### config.mk
export PLATFORM = sky130hd
export DESIGN_NAME = append_log_record_store
export DESIGN_NICKNAME = d
export VERILOG_FILES = /design/src/alrs_pkg.sv /design/src/alrs_datapath.sv /design/src/alrs_ctrl.sv /design/src/append_log_record_store.sv
export SDC_FILE = /design/constraint.sdc
export NUM_CORES = 1
export LEC_CHECK = 0
export ABC_CLOCK_PERIOD_IN_PS = 6440
export BUFFER_PORTS_ARGS = -buffer_cell sky130_fd_sc_hd__buf_4
export CORE_UTILIZATION = 50
export DETAILED_ROUTE_END_ITERATION = 16
export PLACE_DENSITY_LB_ADDON = 0.12
export RECOVER_POWER = 100
export SETUP_SLACK_MARGIN = 0.05
export SLEW_MARGIN = 20
export SYNTH_ARGS = -nofsm -noshare
export SYNTH_HDL_FRONTEND = slang
export SYNTH_SLANG_ARGS = --single-unit
### constraint.sdc
create_clock -name clk -period 6.44 [get_ports clk]
set_input_delay 0.322 -clock clk [delete_from_list [all_inputs] [get_ports clk]]
set_output_delay 0.322 -clock clk [all_outputs]
set_load 0.02 [all_outputs]
### src/alrs_pkg.sv
// Package for the append-only log record store.
// Constants, function codes, status codes and the controller/datapath interface types.
package alrs_pkg;

  localparam int CACHE_KINDS = 10;
  localparam int LOG_SLOTS   = 256;
  localparam int IDX_W       = $clog2(CACHE_KINDS);
  localparam int USED_W      = $clog2(CACHE_KINDS + 1);
  localparam int SLOT_W      = $clog2(LOG_SLOTS + 1);

  localparam logic [31:0] CRC_POLY  = 32'hEDB88320;
  localparam logic [31:0] CRC_INIT  = 32'hFFFFFFFF;
  localparam logic [15:0] REC_MAGIC = 16'hC0DE;

  localparam logic [2:0] FN_SCAN    = 3'd0;
  localparam logic [2:0] FN_RECORD  = 3'd1;
  localparam logic [2:0] FN_GET     = 3'd2;
  localparam logic [2:0] FN_SAVE    = 3'd3;
  localparam logic [2:0] FN_OUTCOME = 3'd4;

  localparam logic [2:0] ST_OK       = 3'd0;
  localparam logic [2:0] ST_UNINIT   = 3'd1;
  localparam logic [2:0] ST_IGNORED  = 3'd2;
  localparam logic [2:0] ST_REJECTED = 3'd3;
  localparam logic [2:0] ST_FULL     = 3'd4;

  typedef enum logic [1:0] {
    MODE_UNINIT = 2'd0,
    MODE_READY  = 2'd1,
    MODE_ERASE  = 2'd2
  } mode_t;

  // controller -> datapath
  typedef struct packed {
    logic load;       // capture input item
    logic crc_init;   // start CRC over the captured header
    logic crc_step;   // one byte of CRC
    logic use_pend;   // CRC: new save header with fixed magic; search/store: pending save
    logic search_init;
    logic search_step;
    logic cache_clear;
    logic cache_write; // write entry at search result (or new entry)
  } dp_cmd_t;

  // datapath -> controller
  typedef struct packed {
    logic crc_done;
    logic crc_match;
    logic all_ff;
    logic magic_ok;
    logic search_done;
    logic hit;
    logic cache_full;
  } dp_stat_t;

endpackage

### src/alrs_datapath.sv
// Datapath: item capture, byte-serial CRC-32, sequential cache search and cache store.
// Depends on alrs_pkg.
module alrs_datapath (
  input  logic                   clk,
  input  logic                   rst,
  input  alrs_pkg::dp_cmd_t      cmd,
  output alrs_pkg::dp_stat_t     stat,
  input  logic [15:0]            magic_word,
  input  logic [7:0]             kind,
  input  logic [7:0]             tag,
  input  logic [31:0]            value,
  input  logic [31:0]            crc_word,
  input  logic [31:0]            pad_word,
  input  logic [7:0]             pend_kind,
  input  logic [7:0]             pend_tag,
  input  logic [31:0]            pend_value,
  output logic [7:0]             r_kind,
  output logic [7:0]             r_tag,
  output logic [31:0]            r_value,
  output logic [31:0]            crc_out,
  output logic                   get_hit,
  output logic [31:0]            get_value,
  output logic [7:0]             get_tag
);

  logic [15:0] r_magic;
  logic [31:0] r_crcw, r_padw;
  logic [63:0] hdr;
  logic [31:0] crc, crc_next;
  logic [3:0]  byte_cnt;

  logic [7:0]  kind_tbl  [alrs_pkg::CACHE_KINDS];
  logic [31:0] value_tbl [alrs_pkg::CACHE_KINDS];
  logic [7:0]  tag_tbl   [alrs_pkg::CACHE_KINDS];
  logic [alrs_pkg::CACHE_KINDS-1:0] valid_tbl;
  logic [alrs_pkg::USED_W-1:0] used;
  logic [alrs_pkg::USED_W-1:0] sidx;
  logic        hit;
  logic        sdone;
  logic [7:0]  skind;
  logic [alrs_pkg::IDX_W-1:0] widx;

  always_comb begin
    crc_next = crc ^ {24'd0, hdr[7:0]};
    for (int k = 0; k < 8; k++) begin
      crc_next = crc_next[0] ? (alrs_pkg::CRC_POLY ^ (crc_next >> 1)) : (crc_next >> 1);
    end
  end

  assign skind = cmd.use_pend ? pend_kind : r_kind;

  always_ff @(posedge clk) begin
    if (cmd.load) begin
      r_magic <= magic_word;
      r_kind  <= kind;
      r_tag   <= tag;
      r_value <= value;
      r_crcw  <= crc_word;
      r_padw  <= pad_word;
    end
    if (cmd.crc_init) begin
      crc      <= alrs_pkg::CRC_INIT;
      byte_cnt <= '0;
      // a save always writes the fixed magic, whatever came on magic_word
      if (cmd.use_pend) begin
        hdr <= {r_value, r_tag, r_kind, alrs_pkg::REC_MAGIC[15:8],
                alrs_pkg::REC_MAGIC[7:0]};
      end else begin
        hdr <= {r_value, r_tag, r_kind, r_magic[15:8], r_magic[7:0]};
      end
    end else if (cmd.crc_step && !byte_cnt[3]) begin
      crc      <= crc_next;
      hdr      <= hdr >> 8;
      byte_cnt <= byte_cnt + 4'd1;
    end
  end

  assign crc_out = ~crc;
  assign stat.crc_done  = byte_cnt[3];
  assign stat.crc_match = (~crc) == r_crcw;
  assign stat.magic_ok  = r_magic == alrs_pkg::REC_MAGIC;
  assign stat.all_ff    = (&r_magic) && (&r_kind) && (&r_tag) && (&r_value) &&
                          (&r_crcw) && (&r_padw);

  // search: one entry per cycle
  always_ff @(posedge clk) begin
    if (rst) begin
      sidx  <= '0;
      hit   <= 1'b0;
      sdone <= 1'b0;
    end else if (cmd.search_init) begin
      sidx  <= '0;
      hit   <= 1'b0;
      sdone <= 1'b0;
    end else if (cmd.search_step && !sdone) begin
      if (sidx >= used) begin
        sdone <= 1'b1;
      end else if (kind_tbl[sidx[alrs_pkg::IDX_W-1:0]] == skind) begin
        hit   <= 1'b1;
        sdone <= 1'b1;
      end else begin
        sidx <= sidx + 1'b1;
      end
    end
  end

  assign stat.search_done = sdone;
  assign stat.hit         = hit;
  assign stat.cache_full  = used >= alrs_pkg::USED_W'(alrs_pkg::CACHE_KINDS);

  assign widx = hit ? sidx[alrs_pkg::IDX_W-1:0] : used[alrs_pkg::IDX_W-1:0];

  always_ff @(posedge clk) begin
    if (rst) begin
      used      <= '0;
      valid_tbl <= '0;
    end else if (cmd.cache_clear) begin
      used      <= '0;
      valid_tbl <= '0;
    end else if (cmd.cache_write && (hit || !stat.cache_full)) begin
      valid_tbl[widx] <= 1'b1;
      if (!hit) used <= used + 1'b1;
    end
  end

  always_ff @(posedge clk) begin
    if (cmd.cache_write && (hit || !stat.cache_full)) begin
      kind_tbl[widx]  <= skind;
      value_tbl[widx] <= cmd.use_pend ? pend_value : r_value;
      tag_tbl[widx]   <= cmd.use_pend ? pend_tag : r_tag;
    end
  end

  assign get_hit   = hit && valid_tbl[sidx[alrs_pkg::IDX_W-1:0]];
  assign get_value = get_hit ? value_tbl[sidx[alrs_pkg::IDX_W-1:0]] : 32'd0;
  assign get_tag   = get_hit ? tag_tbl[sidx[alrs_pkg::IDX_W-1:0]] : 8'd0;

endmodule

### src/alrs_ctrl.sv
// Controller state machine: decodes the item, sequences the datapath, holds log state
// and the registered result. Depends on alrs_pkg.
module alrs_ctrl (
  input  logic                clk,
  input  logic                rst,
  input  logic                start,
  input  logic [2:0]          func,
  input  logic                erase_ok,
  input  logic                program_ok,
  output logic                busy,
  output alrs_pkg::dp_cmd_t   cmd,
  input  alrs_pkg::dp_stat_t  stat,
  input  logic [7:0]          r_kind,
  input  logic [7:0]          r_tag,
  input  logic [31:0]         r_value,
  input  logic [31:0]         crc_in,
  input  logic                get_hit,
  input  logic [31:0]         get_value,
  input  logic [7:0]          get_tag,
  output logic [7:0]          pend_kind,
  output logic [7:0]          pend_tag,
  output logic [31:0]         pend_value,
  output logic                done,
  output logic [2:0]          status,
  output logic                found,
  output logic [31:0]         found_value,
  output logic [7:0]          found_tag,
  output logic                erase_request,
  output logic [7:0]          program_slot,
  output logic [31:0]         record_crc,
  output logic                scan_done
);

  typedef enum logic [3:0] {
    S_IDLE, S_DECODE, S_REC_CRC, S_REC_CHECK, S_REC_SEARCH, S_REC_STORE,
    S_GET_SEARCH, S_SAVE_CRC, S_OUT_SEARCH, S_OUT_STORE
  } state_t;

  state_t state;
  logic [2:0] r_func;
  logic r_eok, r_pok;
  alrs_pkg::mode_t mode;
  logic [alrs_pkg::SLOT_W-1:0] free_slot, scan_pos, pend_slot;
  logic scan_running, pend_valid, pend_erase;
  logic save_erase;

  assign busy = state != S_IDLE;
  assign save_erase = (mode != alrs_pkg::MODE_READY) ||
                      (free_slot >= alrs_pkg::SLOT_W'(alrs_pkg::LOG_SLOTS));

  always_comb begin
    cmd = '0;
    cmd.load = (state == S_IDLE) && start;
    case (state)
      S_DECODE: begin
        cmd.crc_init    = 1'b1;
        cmd.search_init = 1'b1;
        // save CRC runs over the captured fields with the fixed magic
        cmd.use_pend    = r_func == alrs_pkg::FN_SAVE;
      end
      S_REC_CRC:    cmd.crc_step = 1'b1;
      S_REC_SEARCH: cmd.search_step = 1'b1;
      S_REC_STORE:  cmd.cache_write = 1'b1;
      S_GET_SEARCH: cmd.search_step = 1'b1;
      S_SAVE_CRC: begin
        cmd.crc_step = 1'b1;
      end
      S_OUT_SEARCH: begin
        cmd.search_step = 1'b1;
        cmd.use_pend    = 1'b1;
      end
      S_OUT_STORE: begin
        cmd.cache_write = 1'b1;
        cmd.use_pend    = 1'b1;
      end
      default: ;
    endcase
    if (state == S_DECODE && r_func == alrs_pkg::FN_SCAN) cmd.cache_clear = 1'b1;
  end

  always_ff @(posedge clk) begin
    if (rst) begin
      state        <= S_IDLE;
      done         <= 1'b0;
      mode         <= alrs_pkg::MODE_UNINIT;
      free_slot    <= '0;
      scan_pos     <= '0;
      scan_running <= 1'b0;
      pend_valid   <= 1'b0;
      pend_erase   <= 1'b0;
      pend_slot    <= '0;
      status       <= alrs_pkg::ST_IGNORED;
      found        <= 1'b0;
      found_value  <= '0;
      found_tag    <= '0;
      erase_request <= 1'b0;
      program_slot <= '0;
      record_crc   <= '0;
      scan_done    <= 1'b0;
    end else begin
      done <= 1'b0;
      case (state)
        S_IDLE: begin
          if (start) begin
            r_func <= func;
            r_eok  <= erase_ok;
            r_pok  <= program_ok;
            state  <= S_DECODE;
          end
        end
        S_DECODE: begin
          status        <= alrs_pkg::ST_IGNORED;
          found         <= 1'b0;
          found_value   <= '0;
          found_tag     <= '0;
          erase_request <= 1'b0;
          program_slot  <= '0;
          record_crc    <= '0;
          scan_done     <= 1'b0;
          state         <= S_IDLE;
          case (r_func)
            alrs_pkg::FN_SCAN: begin
              mode         <= alrs_pkg::MODE_ERASE;
              scan_pos     <= '0;
              scan_running <= 1'b1;
              pend_valid   <= 1'b0;
              status       <= alrs_pkg::ST_OK;
              done         <= 1'b1;
            end
            alrs_pkg::FN_RECORD: begin
              if (scan_running) state <= S_REC_CRC;
              else done <= 1'b1;
            end
            alrs_pkg::FN_GET: state <= S_GET_SEARCH;
            alrs_pkg::FN_SAVE: begin
              if (mode == alrs_pkg::MODE_UNINIT) begin
                status <= alrs_pkg::ST_UNINIT;
                done   <= 1'b1;
              end else if (!scan_running && !pend_valid) begin
                state <= S_SAVE_CRC;
              end else begin
                done <= 1'b1;
              end
            end
            alrs_pkg::FN_OUTCOME: begin
              if (!pend_valid) begin
                done <= 1'b1;
              end else begin
                pend_valid <= 1'b0;
                if (pend_erase && !r_eok) begin
                  status <= alrs_pkg::ST_REJECTED;
                  done   <= 1'b1;
                end else begin
                  if (pend_erase) begin
                    mode      <= alrs_pkg::MODE_READY;
                    free_slot <= '0;
                  end
                  if (r_pok) begin
                    state <= S_OUT_SEARCH;
                  end else begin
                    status <= alrs_pkg::ST_REJECTED;
                    done   <= 1'b1;
                  end
                end
              end
            end
            default: done <= 1'b1;
          endcase
        end
        S_REC_CRC: if (stat.crc_done) state <= S_REC_CHECK;
        S_REC_CHECK: begin
          status <= alrs_pkg::ST_OK;
          if (stat.all_ff) begin
            mode         <= alrs_pkg::MODE_READY;
            free_slot    <= scan_pos;
            scan_running <= 1'b0;
            scan_done    <= 1'b1;
            done         <= 1'b1;
            state        <= S_IDLE;
          end else if (!stat.magic_ok || !stat.crc_match) begin
            mode         <= alrs_pkg::MODE_ERASE;
            scan_running <= 1'b0;
            scan_done    <= 1'b1;
            status       <= alrs_pkg::ST_REJECTED;
            done         <= 1'b1;
            state        <= S_IDLE;
          end else begin
            state <= S_REC_SEARCH;
          end
        end
        S_REC_SEARCH: if (stat.search_done) state <= S_REC_STORE;
        S_REC_STORE: begin
          if (!stat.hit && stat.cache_full) status <= alrs_pkg::ST_FULL;
          scan_pos <= scan_pos + 1'b1;
          if (scan_pos + 1'b1 >= alrs_pkg::SLOT_W'(alrs_pkg::LOG_SLOTS)) begin
            mode         <= alrs_pkg::MODE_ERASE;
            scan_running <= 1'b0;
            scan_done    <= 1'b1;
          end
          done  <= 1'b1;
          state <= S_IDLE;
        end
        S_GET_SEARCH: begin
          if (stat.search_done) begin
            status      <= alrs_pkg::ST_OK;
            found       <= get_hit;
            found_value <= get_value;
            found_tag   <= get_tag;
            done        <= 1'b1;
            state       <= S_IDLE;
          end
        end
        S_SAVE_CRC: begin
          if (stat.crc_done) begin
            pend_erase    <= save_erase;
            pend_slot     <= save_erase ? '0 : free_slot;
            pend_kind     <= r_kind;
            pend_tag      <= r_tag;
            pend_value    <= r_value;
            pend_valid    <= 1'b1;
            erase_request <= save_erase;
            program_slot  <= save_erase ? 8'd0 : free_slot[7:0];
            record_crc    <= crc_in;
            status        <= alrs_pkg::ST_OK;
            done          <= 1'b1;
            state         <= S_IDLE;
          end
        end
        S_OUT_SEARCH: if (stat.search_done) state <= S_OUT_STORE;
        S_OUT_STORE: begin
          status    <= (!stat.hit && stat.cache_full) ? alrs_pkg::ST_FULL : alrs_pkg::ST_OK;
          free_slot <= pend_slot + 1'b1;
          mode      <= alrs_pkg::MODE_READY;
          done      <= 1'b1;
          state     <= S_IDLE;
        end
        default: state <= S_IDLE;
      endcase
    end
  end

endmodule

### src/append_log_record_store.sv
// Append-only flash record log controller with a per-kind value cache.
// Top level; depends on alrs_pkg, alrs_ctrl and alrs_datapath.
//
// Usage: drive func and the record fields with start high while busy is low;
// the item is taken at that edge and busy rises the next cycle. Exactly one
// result comes back per item: done is high for one cycle with status, found*,
// erase_request, program_slot, record_crc and scan_done valid in that cycle.
// The receiver cannot stall; results must be taken when done is high.
// Sequence after accept: begin scan, ignored items and rejected outcomes end
// at decode; a get searches the cache entry by entry; a save runs the CRC, one
// CRC byte per cycle over eight header bytes; a scanned record runs the CRC,
// then stops the scan at the check or goes on to a cache search and store; a
// flash outcome that commits searches the cache, then stores.
// A new item may be accepted in the cycle in which done is high.
// Reset (rst, synchronous) leaves the log uninitialized, the cache empty and
// no save pending; a begin-scan item must precede saves.
module append_log_record_store (
  input  logic        clk,
  input  logic        rst,
  input  logic        start,
  output logic        busy,
  input  logic [2:0]  func,
  input  logic [15:0] magic_word,
  input  logic [7:0]  kind,
  input  logic [7:0]  tag,
  input  logic [31:0] value,
  input  logic [31:0] crc_word,
  input  logic [31:0] pad_word,
  input  logic        erase_ok,
  input  logic        program_ok,
  output logic        done,
  output logic [2:0]  status,
  output logic        found,
  output logic [31:0] found_value,
  output logic [7:0]  found_tag,
  output logic        erase_request,
  output logic [7:0]  program_slot,
  output logic [31:0] record_crc,
  output logic        scan_done
);

  alrs_pkg::dp_cmd_t  cmd;
  alrs_pkg::dp_stat_t stat;
  logic [7:0]  r_kind, r_tag, pend_kind, pend_tag;
  logic [31:0] r_value, pend_value, crc_val, get_value;
  logic [7:0]  get_tag;
  logic        get_hit;

  alrs_ctrl u_ctrl (
    .clk, .rst, .start, .func, .erase_ok, .program_ok, .busy, .cmd, .stat,
    .r_kind, .r_tag, .r_value, .crc_in(crc_val), .get_hit, .get_value, .get_tag,
    .pend_kind, .pend_tag, .pend_value, .done, .status, .found, .found_value,
    .found_tag, .erase_request, .program_slot, .record_crc, .scan_done
  );

  alrs_datapath u_dp (
    .clk, .rst, .cmd, .stat, .magic_word, .kind, .tag, .value, .crc_word,
    .pad_word, .pend_kind, .pend_tag, .pend_value, .r_kind, .r_tag, .r_value,
    .crc_out(crc_val), .get_hit, .get_value, .get_tag
  );

endmodule

# ---- Word-level counts from Yosys, hierarchy flattened
# Memories as Yosys holds them, arrays and structs flattened. A register that Yosys moved wholly into a read port is not among the register bits.
# Cells that the tools add are included.
dict set report totals {
  latch_bits 0
  mem_bits_ro 0
  mem_bits_rw 480
  ff_bits 424
  word_cells 293
  memories 3
  output_inout_bits 88
}
dict set report op_classes {
  div 0
  n_shift 0
  n_lt_le_gt_ge 7
  n_mul 0
  n_addsub 5
  n_eq_ne 37
  n_bitwise 15
  mux 119
  n_reduce_logical 70
}
# name words word_bits read_ports rd_clocked_by_memory_dff wr line_no
set mem_list {}
lappend mem_list {u_dp.value_tbl 10 32 1 1 1 alrs_datapath.sv:33} ;# logic [31:0] value_tbl [alrs_pkg::CACHE_KINDS];
lappend mem_list {u_dp.kind_tbl 10 8 1 1 1 alrs_datapath.sv:32} ;# logic [7:0] kind_tbl [alrs_pkg::CACHE_KINDS];
lappend mem_list {u_dp.tag_tbl 10 8 1 1 1 alrs_datapath.sv:34} ;# logic [7:0] tag_tbl [alrs_pkg::CACHE_KINDS];
# cell n
set ops {}
lappend ops {{$mux W32} 12}
lappend ops {{$mux W64} 2}
lappend ops {{$pmux W32 S2} 2}
lappend ops {{$not A13 Y14} 8}
lappend ops {{$reduce_and A32 Y1} 3}
lappend ops {{$mux W4} 18}
lappend ops {{$mux W9} 7}
lappend ops {{$mux W8} 6}
lappend ops {{$mux W1} 33}
lappend ops {{$eq A32 B32 Y1} 1}
lappend ops {{$not A32 Y32} 1}
lappend ops {{$pmux W4 S8} 1}
lappend ops {{$pmux W8 S2} 2}
lappend ops {{$xor A32 B8 Y32} 1}
lappend ops {{$mux W3} 9}
lappend ops {{$pmux W9 S3} 1}
lappend ops {{$ne A2 B1 Y1 const B} 10}
lappend ops {{$add A9 B1 Y9 const B} 2}
lappend ops {{$ge A9 B9 Y1 const B} 2}
lappend ops {{$mux W2} 9}
lappend ops {{$pmux W3 S6} 1}
lappend ops {{$pmux W9 S2} 1}
lappend ops {{$reduce_and A3 Y1} 6}
lappend ops {{$eq A16 B16 Y1 const B} 1}
lappend ops {{47 further kinds} 114}

# ---- Longest topological paths before layout
dict set report logic_depth {
  ltp_word 17
  ltp_mapped 11
  ltp_nobuf 9
}

# ---- By module
# A second synthesis with hierarchy kept.
dict set report unflattened {
  hier_cells 2377
  area_unflattened_um2 36463.7
}
# mod area_per_inst_um2 cells_each seq_area_each_um2 n_inst
set by_module_without_submodules {}
lappend by_module_without_submodules {alrs_datapath 29467.0 1642 21380.5 1}
lappend by_module_without_submodules {alrs_ctrl 6996.7 735 4053.9 1}

# ---- Worst setup path before layout
# Ideal clock, no wire load.
dict set report synth_path {
  path_kind {register -> register}
  startpoint {register u_ctrl.state[1]}
  endpoint {register u_ctrl.r_eok (enable)}
  t_required_ns 6.120
  synth_period_minus_slack_ns 4.703
  slack_ns 1.737
  path_stages_with_launch 6
  t_arrival_ns 4.384
  cell_sequence {dfxtp_1 clkbuf_1 clkbuf_1 nor2_1 and3_1 and2_1}
}
dict set report synth_via {
  elab_chain_len 2
}
# item line_no
set synth_rtl {}
lappend synth_rtl {{start, declared} alrs_ctrl.sv:39} ;# state_t state;
lappend synth_rtl {{start signal, assigned} alrs_ctrl.sv:83} ;# state <= S_IDLE;
lappend synth_rtl {{start signal, assigned} alrs_ctrl.sv:108} ;# state <= S_DECODE;
lappend synth_rtl {{start signal, assigned} alrs_ctrl.sv:120} ;# state <= S_IDLE;
lappend synth_rtl {{$logic_not A4 Y1} alrs_ctrl.sv:102} ;# case (state)
lappend synth_rtl {{$reduce_and A3 Y1 (no source line)} n/a}
lappend synth_rtl {{end signal, assigned} alrs_ctrl.sv:106} ;# r_eok <= erase_ok;
lappend synth_rtl {{end, declared} alrs_ctrl.sv:41} ;# logic r_eok, r_pok;
# No other way between the ends.
# A chain may end at the register's enable or synchronous reset.

# ---- Worst setup path after layout
dict set report layout_path {
  startpoint {register u_ctrl.state[0]}
  endpoint {memory u_dp.value_tbl[7][11] (data pin)}
}
dict set report layout_via {
  elab_chain_len 4
}
# item line_no
set layout_rtl {}
lappend layout_rtl {{$eq A4 B4 Y1} alrs_ctrl.sv:54} ;# case (state)
lappend layout_rtl {{$reduce_or A2 Y1 (no source line)} n/a}
lappend layout_rtl {{$pmux W1 S2 *} alrs_ctrl.sv:54}
lappend layout_rtl {{$mux W32 *} alrs_datapath.sv:129} ;# value_tbl[widx] <= cmd.use_pend ? pend_value : r_value;
lappend layout_rtl {{end, declared} alrs_datapath.sv:33}
# Mark *: on every way between the ends. The rest lies on a longest branch, timed or not.

==> out/qor.csv <==
stage,metric,value,unit
clock_tree,Num CTS Buffers,92,
synth,most common cell in the netlist,edfxtp_1,
pwr,Lkg Pwr,0.0139,µW
critical_path,CP dominant cell by count,clkbuf_1,
final_layout,layout cells sized above 1,14.2,%
drt,routed len/inst,22.8,µm
synth,Seq cells post-synth,908,
clock_tree,CTS Root Cell,clkbuf_16,
synth,Post-synth EDFFs,725,
critical_path,CP arrival,5.49,ns
outcome,violated checks,"capacitance limit, slew limit",
global_routing,Tot GR Track Use,23.9,%
final_layout,number of fill cells,5425,
clock_tree,Clock Sinks,908,
pwr,VDD IR-drop max,183,µV
drt,1st-iter DRT viols,1621,
drt,drt total wl,86200,µm
outcome,status,"finished, violations left",
pwr,sequential power share,52.5,%
critical_path,Worst Path Required,6.75,ns
critical_path,"CP delay by family, top",buffers and inverters,
global_routing,vias in the first global route,21447,
timing,RSZ-0062 raised after global routing,false,
clock_tree,clk_lat worst skew,0.64,ns
clock_tree,"Clk pin slew, worst setup/hold paths",0.06,ns
final_layout,storage element area,0.0254,mm²
critical_path,CP max-delay cell,clkbuf_1,
drt,drt pass-1 iters,6,
final_layout,final core utilization,60.1,%
pwr,Pwr Density,301,mW/mm²
synth,Ys Warns,0,
timing,fmax,193,MHz
critical_path,Worst Path Max Fanout,65,
critical_path,CP Capture Type,register,
critical_path,critical-path cell list,"or4b_4, o21ai_4, clkbuf_1, clkbuf_1, mux2_1",
final_layout,layout overhead on the synthesized area,18.3,%
die,chip width,269,µm
critical_path,CP Launch Type,register,
global_routing,"Remaining Overflow, GRT",0,
critical_path,Worst Path Buf+Inv,2,
timing,Final Skew,0.0200,ns
synth,"area leader, netlist",edfxtp_1,
die,Top-Level Pins,224,
clock_tree,Post-CTS Setup Repair Bufs,0,
final_layout,Final #Nets,2903,
synth,mean post-synth cell area,14.8,µm²
drt,Routed Antenna Nets,0,
synth,"Async S/R FF share, synth",0,%
synth,syn nets,2554,
synth,Synth area leaders,"edfxtp_1 61%, dfxtp_1 10%, mux4_2 5.2%",
pwr,Comb pwr share,6.2,%
pwr,Psw,2810,µW
timing,worst slew pin tran,3.62,ns
global_routing,initial antenna violation count,3,
die,FP Rows,97,
timing,# setup viols final,0,
synth,Gate Count Post-Synth,2408,
synth,mapped cell area,0.0357,mm²
place,PortBufs,223,
synth,top post-synthesis cells by count,"725 x edfxtp_1, 219 x nand2_1, 183 x dfxtp_1, 167 x nor2_1, 138 x a21oi_1",
synth,Yosys cell types,64,
final_layout,fin cells,3774,
job,maxcap violations,10,
drt,DR vias,21297,
clock_tree,clock buffer depth,3,
timing,worst hold slack,0.156,ns
clock_tree,Post-CTS Resized,0,
synth,sequential share of the synthesized area,71.2,%
critical_path,WS Path Type,reg -> reg,
final_layout,area of the multi-input gates,0.00976,mm²
timing,"Hold Vio Cnt, Final",0,
drt,DRC,0,
place,post-DP HPWL,52700,µm
global_routing,largest net degree at the start of global routing,95,
clock_tree,CTS tree,done,
timing,TNS Setup,0,ns
die,die area,0.0725,mm²
timing,Final Critical Period,5.17,ns
drt,vias per cell,5.64,
die,Die Y-Extent,269,µm
die,CORE AREA,0.0704,mm²
place,gpl congestion,0.896,
pwr,Switching Share,22.1,%
synth,ys flop type,edfxtp_1,
timing,Slew headroom,-141,%
pwr,Int Power,9910,µW
place,DP Cell Count,3469,
synth,post-synth top area share,60.9,%
critical_path,slowest cell delay on critical path,1.18,ns
timing,Final Cycle Share,80.4,%
clock_tree,hold buffers post-CTS,133,
die,effective utilization at floorplan,50.7,%
clock_tree,H-tree depth,3,
timing,max-slew violation count,462,
min_path,Min-Delay Path Class,in -> reg,
global_routing,first-pass GRT wire length,132000,µm
pwr,clock share of power,41.3,%
## worst reg2reg max path, cell delays in order (launching register included)
cell and delay (ns):
dfxtp_1 0.67, or4b_4 0.86, o21ai_4 0.50, clkbuf_1 1.06
clkbuf_1 1.20, mux2_1 0.57
## layout make-up
type / count / area share [%]
clock inverters: 54 / 1.25
well taps: 940 / 2.78
inverters: 14 / 0.124
diodes: 1 / 0.00592
multi-input cells: 1352 / 23.1
clock buffers: 116 / 5.78
flip-flops and latches: 908 / 60.2
repair buffers: 389 / 6.76
## cell families after synthesis
family                   synth area share, %
AND/OR/NAND/NOR                         8.44
flip-flops                              71.2
buffers and inverters                   1.66
adder cells (fa/ha/maj)                0.378
AO/OA/AOI/OAI                           5.92
XOR/XNOR                                2.97
multiplexers                            9.43
## sequential cells by signal, summed over array words and instances (netlist names), 16 cells and up, named ones only
name                cells
u_dp.value_tbl        320
u_dp.r_magic           16
u_dp.kind_tbl          80
u_dp.hdr               64
u_ctrl.pend_value      32
u_dp.r_padw            32
u_dp.crc               32
u_dp.r_crcw            32
u_dp.tag_tbl           80
u_ctrl.record_crc      32
u_ctrl.found_value     32
u_dp.r_value           32
## cell usage in the layout (no fill, tap or decap), drive strengths merged, types with 3 or more instances in the layout
| master | instances |
|---|---|
| nand2 | 219 |
| clkinvlp | 4 |
| mux4 | 82 |
| edfxtp | 725 |
| mux2 | 50 |
| clkinv | 37 |
| a22oi | 59 |
| inv | 18 |
| bufinv | 9 |
| mux2i | 95 |
| nor2 | 167 |
| dlygate4sd3 | 133 |
| buf | 17 |
| o2bb2ai | 3 |
| nand3 | 36 |
| ha | 10 |
| nor2b | 48 |
| a21oi | 138 |
| nor4 | 21 |
| clkbuf | 355 |
| dfxtp | 183 |
| nor3 | 76 |
| a211oi | 43 |
| o21a | 4 |
| and2 | 7 |
| and3 | 21 |
| o21ai | 53 |
| nand4 | 41 |
| or2 | 3 |
| a311oi | 4 |
| xnor2 | 88 |
| nand2b | 6 |
| xor2 | 33 |
| a31oi | 9 |
## worst paths after layout
path | startpoint | to | slack, ns | cells past startpoint
worst max-delay path | u_ctrl.state[0]$_SDFFE_PP0P_ | u_dp.value_tbl[7][11]$_DFFE_PP_ | 1.27 | 5
worst min-delay path | rst | u_ctrl.found_value[31]$_SDFFE_PP0P_ | 0.16 | 2
worst max register to register | u_ctrl.state[0]$_SDFFE_PP0P_ | u_dp.value_tbl[7][11]$_DFFE_PP_ | 1.27 | 5
worst min register to register | u_ctrl.program_slot[4]$_SDFFE_PP0P_ | u_ctrl.program_slot[4]$_SDFFE_PP0P_ | 0.45 | 2
## through the flow
step / power [µW] / area [µm²] / worst slack, ns
after floorplan: 7230 / 35700 / 1.74
after global placement: 7510 / 38400 / 2.02
after detailed placement: 7520 / 38400 / 1.86
final: 12700 / 42300 / 1.27
after global routing: 13100 / 42300 / 1.03
after CTS: 12800 / 42700 / 1.84
## power groups by stage
stage	logic (µW)	registers (µW)	clock network, µW
CTS	805	6670	5360
detailed placement	731	6790	0
finish	786	6680	5260
floorplan	517	6720	0
global route	864	6680	5590
global placement	718	6790	0
## routing by layer
metal / track usage, % / vias to the layer above / share of wire (%)
met4: 7.13 / 2 / 2.3
met1: 32.4 / 10698 / 43
met3: 3.37 / 132 / 5.4
met2: 40.1 / 638 / 49
li1: - / 9827 / -
met5: 0 / - / 0.014
Power figures use the tool's default switching activity.
